[src/rtl/core/csvft_pkg.sv]
// ----------------------------------------------------------------------------
// CSV field tokenizer package
// Byte codes, event codes, register indexes and default sizes shared by the
// tokenizer core and its checker.
// ----------------------------------------------------------------------------
package csvft_pkg;

  // Default counter widths.
  localparam int unsigned LenBitsDef   = 16;
  localparam int unsigned FieldBitsDef = 8;
  localparam int unsigned LineBitsDef  = 16;

  // Special byte values.
  localparam logic [7:0] ChLf = 8'h0A;
  localparam logic [7:0] ChCr = 8'h0D;
  localparam logic [7:0] ChDq = 8'h22;
  localparam logic [7:0] ChSq = 8'h27;
  localparam logic [7:0] ChBs = 8'h5C;

  // Register reset values.
  localparam logic [7:0] DelimRst    = 8'd44;
  localparam logic       SkipEmptyRst = 1'b0;

  // Configuration register indexes.
  typedef enum logic [0:0] {
    REG_DELIMITER  = 1'b0,
    REG_SKIP_EMPTY = 1'b1
  } csvft_reg_e;

  // Event reported with each byte.
  typedef enum logic [2:0] {
    EV_CONTENT  = 3'd0,
    EV_DELIM    = 3'd1,
    EV_LINE_END = 3'd2,
    EV_ABSORB   = 3'd3,
    EV_END_DATA = 3'd4
  } csvft_event_e;

endpackage

[src/rtl/core/csv_field_tokenizer_core.sv]
// ----------------------------------------------------------------------------
// CSV field tokenizer core
// Follows the field and line structure of a CSV byte stream, one byte a cycle while not stalled.
// ----------------------------------------------------------------------------
// The core takes one text byte per request and returns exactly one result per
// byte, in order. It sustains one byte every clock cycle while not stalled,
// and registers each result. The whole per-byte update (quote tracking,
// escape handling, newline absorption and the saturating length, field and
// line counters) is a single combinational step from the state registers, so
// the state feedback loop is what sets the rate. A two-entry output (result
// register plus skid register) lets the input keep flowing while a result
// waits on a stalled consumer; the input stalls only once both entries hold
// results. The delimiter and skip_empty_lines registers should be written
// while no byte is in flight. A byte with last set reports the end-of-data
// event and returns all tokenizer state to its reset values.
// ----------------------------------------------------------------------------
module csv_field_tokenizer_core
  import csvft_pkg::*;
#(
  parameter int unsigned LEN_BITS   = LenBitsDef,
  parameter int unsigned FIELD_BITS = FieldBitsDef,
  parameter int unsigned LINE_BITS  = LineBitsDef
) (
  input  logic                  clk_i,
  input  logic                  rst_ni,
  // Configuration write port
  input  logic                  cfg_we_i,
  input  logic [0:0]            cfg_idx_i,
  input  logic [7:0]            cfg_data_i,
  // Byte input channel
  input  logic                  in_valid_i,
  output logic                  in_stall_o,
  input  logic [7:0]            byte_value_i,
  input  logic                  last_i,
  // Result output channel
  output logic                  out_valid_o,
  input  logic                  out_stall_i,
  output logic [2:0]            event_res_o,
  output logic [LEN_BITS-1:0]   field_length_o,
  output logic [FIELD_BITS-1:0] field_index_o,
  output logic [LINE_BITS-1:0]  line_index_o,
  output logic                  quoted_o
);

  localparam int unsigned ResW = 3 + LEN_BITS + FIELD_BITS + LINE_BITS + 1;
  localparam logic [LEN_BITS-1:0]   LenMax   = '1;
  localparam logic [FIELD_BITS-1:0] FieldMax = '1;
  localparam logic [LINE_BITS-1:0]  LineMax  = '1;

  // Configuration registers.
  logic [7:0] delim_q;
  logic       skip_empty_q;

  always_ff @(posedge clk_i or negedge rst_ni) begin
    if (!rst_ni) begin
      delim_q      <= DelimRst;
      skip_empty_q <= SkipEmptyRst;
    end else if (cfg_we_i) begin
      unique case (csvft_reg_e'(cfg_idx_i))
        REG_DELIMITER:  delim_q      <= cfg_data_i;
        REG_SKIP_EMPTY: skip_empty_q <= cfg_data_i[0];
        default:        ;
      endcase
    end
  end

  // Tokenizer state.
  logic                  in_quote_q, in_quote_d;
  logic                  quote_single_q, quote_single_d;
  logic                  esc_q, esc_d;
  logic                  after_cr_q, after_cr_d;
  logic                  line_start_q, line_start_d;
  logic [LEN_BITS-1:0]   len_q, len_d;
  logic [FIELD_BITS-1:0] field_q, field_d;
  logic [LINE_BITS-1:0]  line_q, line_d;

  // Handshake bookkeeping for the result register and the skid register.
  logic            out_valid_q;
  logic            skid_full_q;
  logic [ResW-1:0] out_data_q;
  logic [ResW-1:0] skid_data_q;

  logic in_acc;
  logic out_take;

  assign in_stall_o = skid_full_q;
  assign in_acc     = in_valid_i && !skid_full_q;
  assign out_take   = out_valid_q && !out_stall_i;

  // Per-byte step.
  logic                is_nl;
  logic                is_quote;
  logic [LEN_BITS-1:0] len_inc;
  logic [LEN_BITS-1:0] rep_len;
  csvft_event_e        ev;
  csvft_event_e        ev_out;
  logic [ResW-1:0]     res;

  always_comb begin
    is_nl    = (byte_value_i == ChLf) || (byte_value_i == ChCr);
    is_quote = (byte_value_i == ChDq) || (byte_value_i == ChSq);
    len_inc  = (len_q == LenMax) ? len_q : len_q + 1'b1;

    in_quote_d     = in_quote_q;
    quote_single_d = quote_single_q;
    esc_d          = esc_q;
    after_cr_d     = 1'b0;
    line_start_d   = line_start_q;
    len_d          = len_q;
    field_d        = field_q;
    line_d         = line_q;
    ev             = EV_CONTENT;
    rep_len        = len_inc;

    if (esc_q) begin
      // The byte after a backslash inside quotes is plain content.
      esc_d        = 1'b0;
      line_start_d = 1'b0;
      len_d        = len_inc;
    end else if (is_nl && ((after_cr_q && (byte_value_i == ChLf)) ||
                           (skip_empty_q && line_start_q))) begin
      ev         = EV_ABSORB;
      after_cr_d = (byte_value_i == ChCr);
      rep_len    = '0;
    end else if (is_nl) begin
      // A newline ends field and line even inside quotes.
      ev             = EV_LINE_END;
      rep_len        = len_q;
      len_d          = '0;
      field_d        = '0;
      line_d         = (line_q == LineMax) ? line_q : line_q + 1'b1;
      in_quote_d     = 1'b0;
      quote_single_d = 1'b0;
      line_start_d   = 1'b1;
      after_cr_d     = (byte_value_i == ChCr);
    end else if ((byte_value_i == delim_q) && !in_quote_q) begin
      ev           = EV_DELIM;
      line_start_d = 1'b0;
      rep_len      = len_q;
      len_d        = '0;
      field_d      = (field_q == FieldMax) ? field_q : field_q + 1'b1;
    end else begin
      line_start_d = 1'b0;
      len_d        = len_inc;
      if (is_quote) begin
        // Only the quote character that opened the section closes it.
        if (in_quote_q) begin
          if (quote_single_q == (byte_value_i == ChSq)) begin
            in_quote_d = 1'b0;
          end
        end else begin
          in_quote_d     = 1'b1;
          quote_single_d = (byte_value_i == ChSq);
        end
      end else if ((byte_value_i == ChBs) && in_quote_q) begin
        esc_d = 1'b1;
      end
    end

    ev_out = last_i ? EV_END_DATA : ev;
    res    = {ev_out, rep_len, field_q, line_q, in_quote_d};
  end

  // State update; the final byte of the data returns everything to reset.
  always_ff @(posedge clk_i or negedge rst_ni) begin
    if (!rst_ni) begin
      in_quote_q     <= 1'b0;
      quote_single_q <= 1'b0;
      esc_q          <= 1'b0;
      after_cr_q     <= 1'b0;
      line_start_q   <= 1'b1;
      len_q          <= '0;
      field_q        <= '0;
      line_q         <= '0;
    end else if (in_acc) begin
      if (last_i) begin
        in_quote_q     <= 1'b0;
        quote_single_q <= 1'b0;
        esc_q          <= 1'b0;
        after_cr_q     <= 1'b0;
        line_start_q   <= 1'b1;
        len_q          <= '0;
        field_q        <= '0;
        line_q         <= '0;
      end else begin
        in_quote_q     <= in_quote_d;
        quote_single_q <= quote_single_d;
        esc_q          <= esc_d;
        after_cr_q     <= after_cr_d;
        line_start_q   <= line_start_d;
        len_q          <= len_d;
        field_q        <= field_d;
        line_q         <= line_d;
      end
    end
  end

  // Output control: the skid register catches a result that arrives while the
  // result register is full and stalled, and drains into it first.
  always_ff @(posedge clk_i or negedge rst_ni) begin
    if (!rst_ni) begin
      out_valid_q <= 1'b0;
      skid_full_q <= 1'b0;
    end else if (skid_full_q) begin
      if (out_take) begin
        skid_full_q <= 1'b0;
      end
    end else if (in_acc) begin
      if (out_valid_q && !out_take) begin
        skid_full_q <= 1'b1;
      end else begin
        out_valid_q <= 1'b1;
      end
    end else if (out_take) begin
      out_valid_q <= 1'b0;
    end
  end

  // Payload registers carry no reset.
  always_ff @(posedge clk_i) begin
    if (skid_full_q) begin
      if (out_take) begin
        out_data_q <= skid_data_q;
      end
    end else if (in_acc) begin
      if (out_valid_q && !out_take) begin
        skid_data_q <= res;
      end else begin
        out_data_q <= res;
      end
    end
  end

  assign out_valid_o = out_valid_q;
  assign {event_res_o, field_length_o, field_index_o, line_index_o, quoted_o} = out_data_q;

endmodule

[config.mk]
export PLATFORM = sky130hd
export DESIGN_NAME = csv_field_tokenizer_core
export DESIGN_NICKNAME = d
export VERILOG_FILES = /design/src/rtl/core/csvft_pkg.sv /design/src/rtl/core/csv_field_tokenizer_core.sv
export SDC_FILE = /design/constraint.sdc
export NUM_CORES = 1
export LEC_CHECK = 0
export BUFFER_PORTS_ARGS = -buffer_cell sky130_fd_sc_hd__buf_2
export CORE_UTILIZATION = 60
export DETAILED_ROUTE_END_ITERATION = 10
export PLACE_DENSITY = 0.81
export SLEW_MARGIN = 20
export SYNTH_ARGS = -nofsm -noshare
export SYNTH_HDL_FRONTEND = slang
export SYNTH_SLANG_ARGS = --single-unit
[constraint.sdc]
create_clock -name clk_i -period 12.2 [get_ports clk_i]
set_clock_uncertainty 0.2 [all_clocks]
set_input_delay 2.44 -clock clk_i [delete_from_list [all_inputs] [get_ports clk_i]]
set_output_delay 2.44 -clock clk_i [all_outputs]
set_load 0.02 [all_outputs]
==> flow_summary_export.csv <==
group,metric,value,unit
worst_hold_path,hp-class,"reg -> reg",
worst_setup_path,critPathRequiredTime,12280,ps
cts,root_buffer,"clkbuf_16",
yosys,ys.flop_type,"edfxtp_1",
global_route,grt_start_max_net_pins,60,
worst_setup_path,crit_fanout,8,
placed_design,dpl.hpwl,9220,µm
floorplan,die_area,0.0117,mm²
run,drv_cap,0,
pwr,power.density,208,mW/mm²
routing,drt-total-wl,14400,µm
global_route,grt_pass1_vias,4773,
cts,postCtsSetupBuffers,0,
worst_setup_path,r2r-end,"field_q[3]",
yosys,yosys_warnings,0,
sta,hold_viol_final,0,
cells_and_area,multi_input_area,0.00257,mm²
yosys,synthCells,596,
cells_and_area,fillerInstances,755,
floorplan,coreArea,0.0109,mm²
routing,drt_pass1_iterations,5,
pwr,peakVddDrop,0.234,mV
sta,post-route-min-period,4720,ps
cells_and_area,layout_common_cells,"edfxtp_1, nand2_1, buf_2, dfrtp_1, o21ai_0",
cts,cts_buffer_depth,2,
worst_setup_path,cp.arrival,4790,ps
sta,final-setup-viol-count,0,
placed_design,place_ws,7000,ps
cts,clk_pin_slew,60,ps
floorplan,num_io_pins,69,
worst_hold_path,min_delay_path_depth,0,
placed_design,gp_congestion,0.894,
status,outcome,"finished, final reports clean",
worst_setup_path,rr_worst_depth,5,
cts,cts_resized,0,
cts,clk_latency,420,ps
sta,max_slew.worst_pin.slew,1060,ps
cts,htree_levels,4,
routing,avgViaCountPerCell,6.21,
cells_and_area,n_antenna_cell,0,
placed_design,dp_cells,778,
worst_setup_path,worstReg2RegStart,"in_stall_o",
cells_and_area,final_area,0.00785,mm²
global_route,grt_overflow,0,
floorplan,rows,38,
placed_design,numPortBuffers,68,
yosys,syn_nets,622,
sta,fin_ws,7480,ps
worst_setup_path,critPathKind,"in -> reg",
routing,drt_iter0_markers,372,
floorplan,fp.dieH,108,µm
sta,max_freq,212,MHz
worst_setup_path,regToRegSetupSlack,8800,ps
floorplan,die_x,108,µm
cts,cts_buffers,17,
cells_and_area,final_nets,683,
yosys,async_flop_share,38.9,%
routing,drc,0,
routing,detail-route-antenna-nets,0,
cts,cts.sink_count,144,
yosys,yosys.cell_types.count,56,
worst_hold_path,min_to,"skid_data_q[16]",
yosys,ys_ff_latch,144,
global_route,grt_pass1_wl,23800,µm
routing,vias,5030,
cells_and_area,fin_cells,810,
pwr,leakage,3.05,nW
cts,cts_tree,"done",
worst_setup_path,end_kind,"register",
global_route,grt_antenna_before_repair,0,
routing,wire_per_inst,17.8,µm
worst_hold_path,min-delay-start,"line_q[15]",
sta,tns,0,ps
yosys,synth_edf_count,88,
sta,hold_slack,313,ps
cells_and_area,final_common_cell,"edfxtp_1",
floorplan,start_util,62.0,%
cells_and_area,seq_area,0.00405,mm²
sta,rsz0062_at_grt,"false",
cells_and_area,area_delta_synth_final,15.7,%
yosys,syn_area,0.00678,mm²
sta,report.final.slew_viol_count,0,
yosys,syn_avg_cell_area,11.4,µm²
cells_and_area,drive_above_1_share,22.4,%
yosys,seq_area_frac_synth,59.7,%
sta,post-route-period-util,38.7,%
cts,postCtsHoldBufs,0,
worst_setup_path,cp-start-kind,"input pin",
placed_design,place_area,0.00721,mm²
sta,relSlewSlack,29.4,%
global_route,gr-usage-all-layers,26.7,%
==> worst max-delay path by stage <==
stage / endpoint / cells after the start / startpoint / slack (ps)
4_1_cts: line_q[0] / 7 / byte_value_i[4] / 7410
2_1_floorplan: out_data_q[0] / 4 / in_valid_i / 6550
3_5_place_dp: line_q[0] / 7 / byte_value_i[4] / 7000
3_3_place_gp: line_q[0] / 7 / byte_value_i[4] / 7150
5_1_grt: field_q[3] / 6 / in_valid_i / 7340
6_report: field_q[3] / 6 / in_valid_i / 7480
==> synth_stat cells (all sizes together) (12+ instances only) <==
cell | n | area, µm²
dfrtp | 52 | 1300
o21ai | 50 | 254
inv | 13 | 48.8
and3 | 12 | 75.1
nand2 | 68 | 255
nand3 | 28 | 140
mux2 | 35 | 394
a21oi | 34 | 181
clkbuf | 23 | 87.6
or3 | 13 | 81.3
edfxtp | 88 | 2640
nor2 | 33 | 124
==> layout make-up <==
| class | instances | area share [%] |
|---|---|---|
| flip-flops and latches | 144 | 51.7 |
| multi-input cells | 410 | 32.8 |
| clock buffers | 23 | 6.09 |
| repair buffers | 71 | 4.62 |
| well taps | 140 | 2.23 |
| clock inverters | 9 | 1.96 |
| inverters | 13 | 0.622 |
==> metrics by stage <==
| step | utilization (%) | power, mW |
|---|---|---|
| after detailed placement | 65.9 | 1.09 |
| after CTS | 71.7 | 1.64 |
| after floorplan | - | 0.967 |
| after global placement | 65.9 | 1.07 |
| final | 71.8 | 1.63 |
| after global routing | 71.8 | 1.70 |
==> critical path, cell delays in order <==
cell	delay (ps)
buf_2	100
nor2b_1	570
o31ai_1	220
nor4_2	590
nand3_1	390
o311ai_0	470
==> flip-flops by register name (all words and copies together), names as in the netlist, 8 cells and up <==
name / count
field_q: 8
out_data_q: 44
len_q: 16
skid_data_q: 44
delim_q: 8
line_q: 16
==> routing by layer <==
| metal | vias to the layer above | track usage (%) | wire, µm |
|---|---|---|---|
| met5 | - | 0 | 0 |
| met4 | 0 | 10.0 | 247 |
| met3 | 21 | 5.36 | 1030 |
| met2 | 225 | 42.0 | 6840 |
| met1 | 2422 | 36.9 | 6270 |
| li1 | 2362 | - | - |
==> logic make-up after synthesis <==
group,synth area share [%]
xor gates and xnor gates,2.45
adders and majority gates,0.554
and+or+nand+nor,15.1
AOI/OAI and AO/OA,13.0
DFF,59.7
buffers and inverters,2.55
muxes,6.55
==> power breakdown <==
group	internal (mW)	switching (mW)	total, mW	leakage (nW)
Sequential	0.654	0.0729	0.727	1.60
Combinational	0.122	0.227	0.349	1.14
Clock	0.359	0.198	0.557	0.305
(Power assumes the default switching activity.)
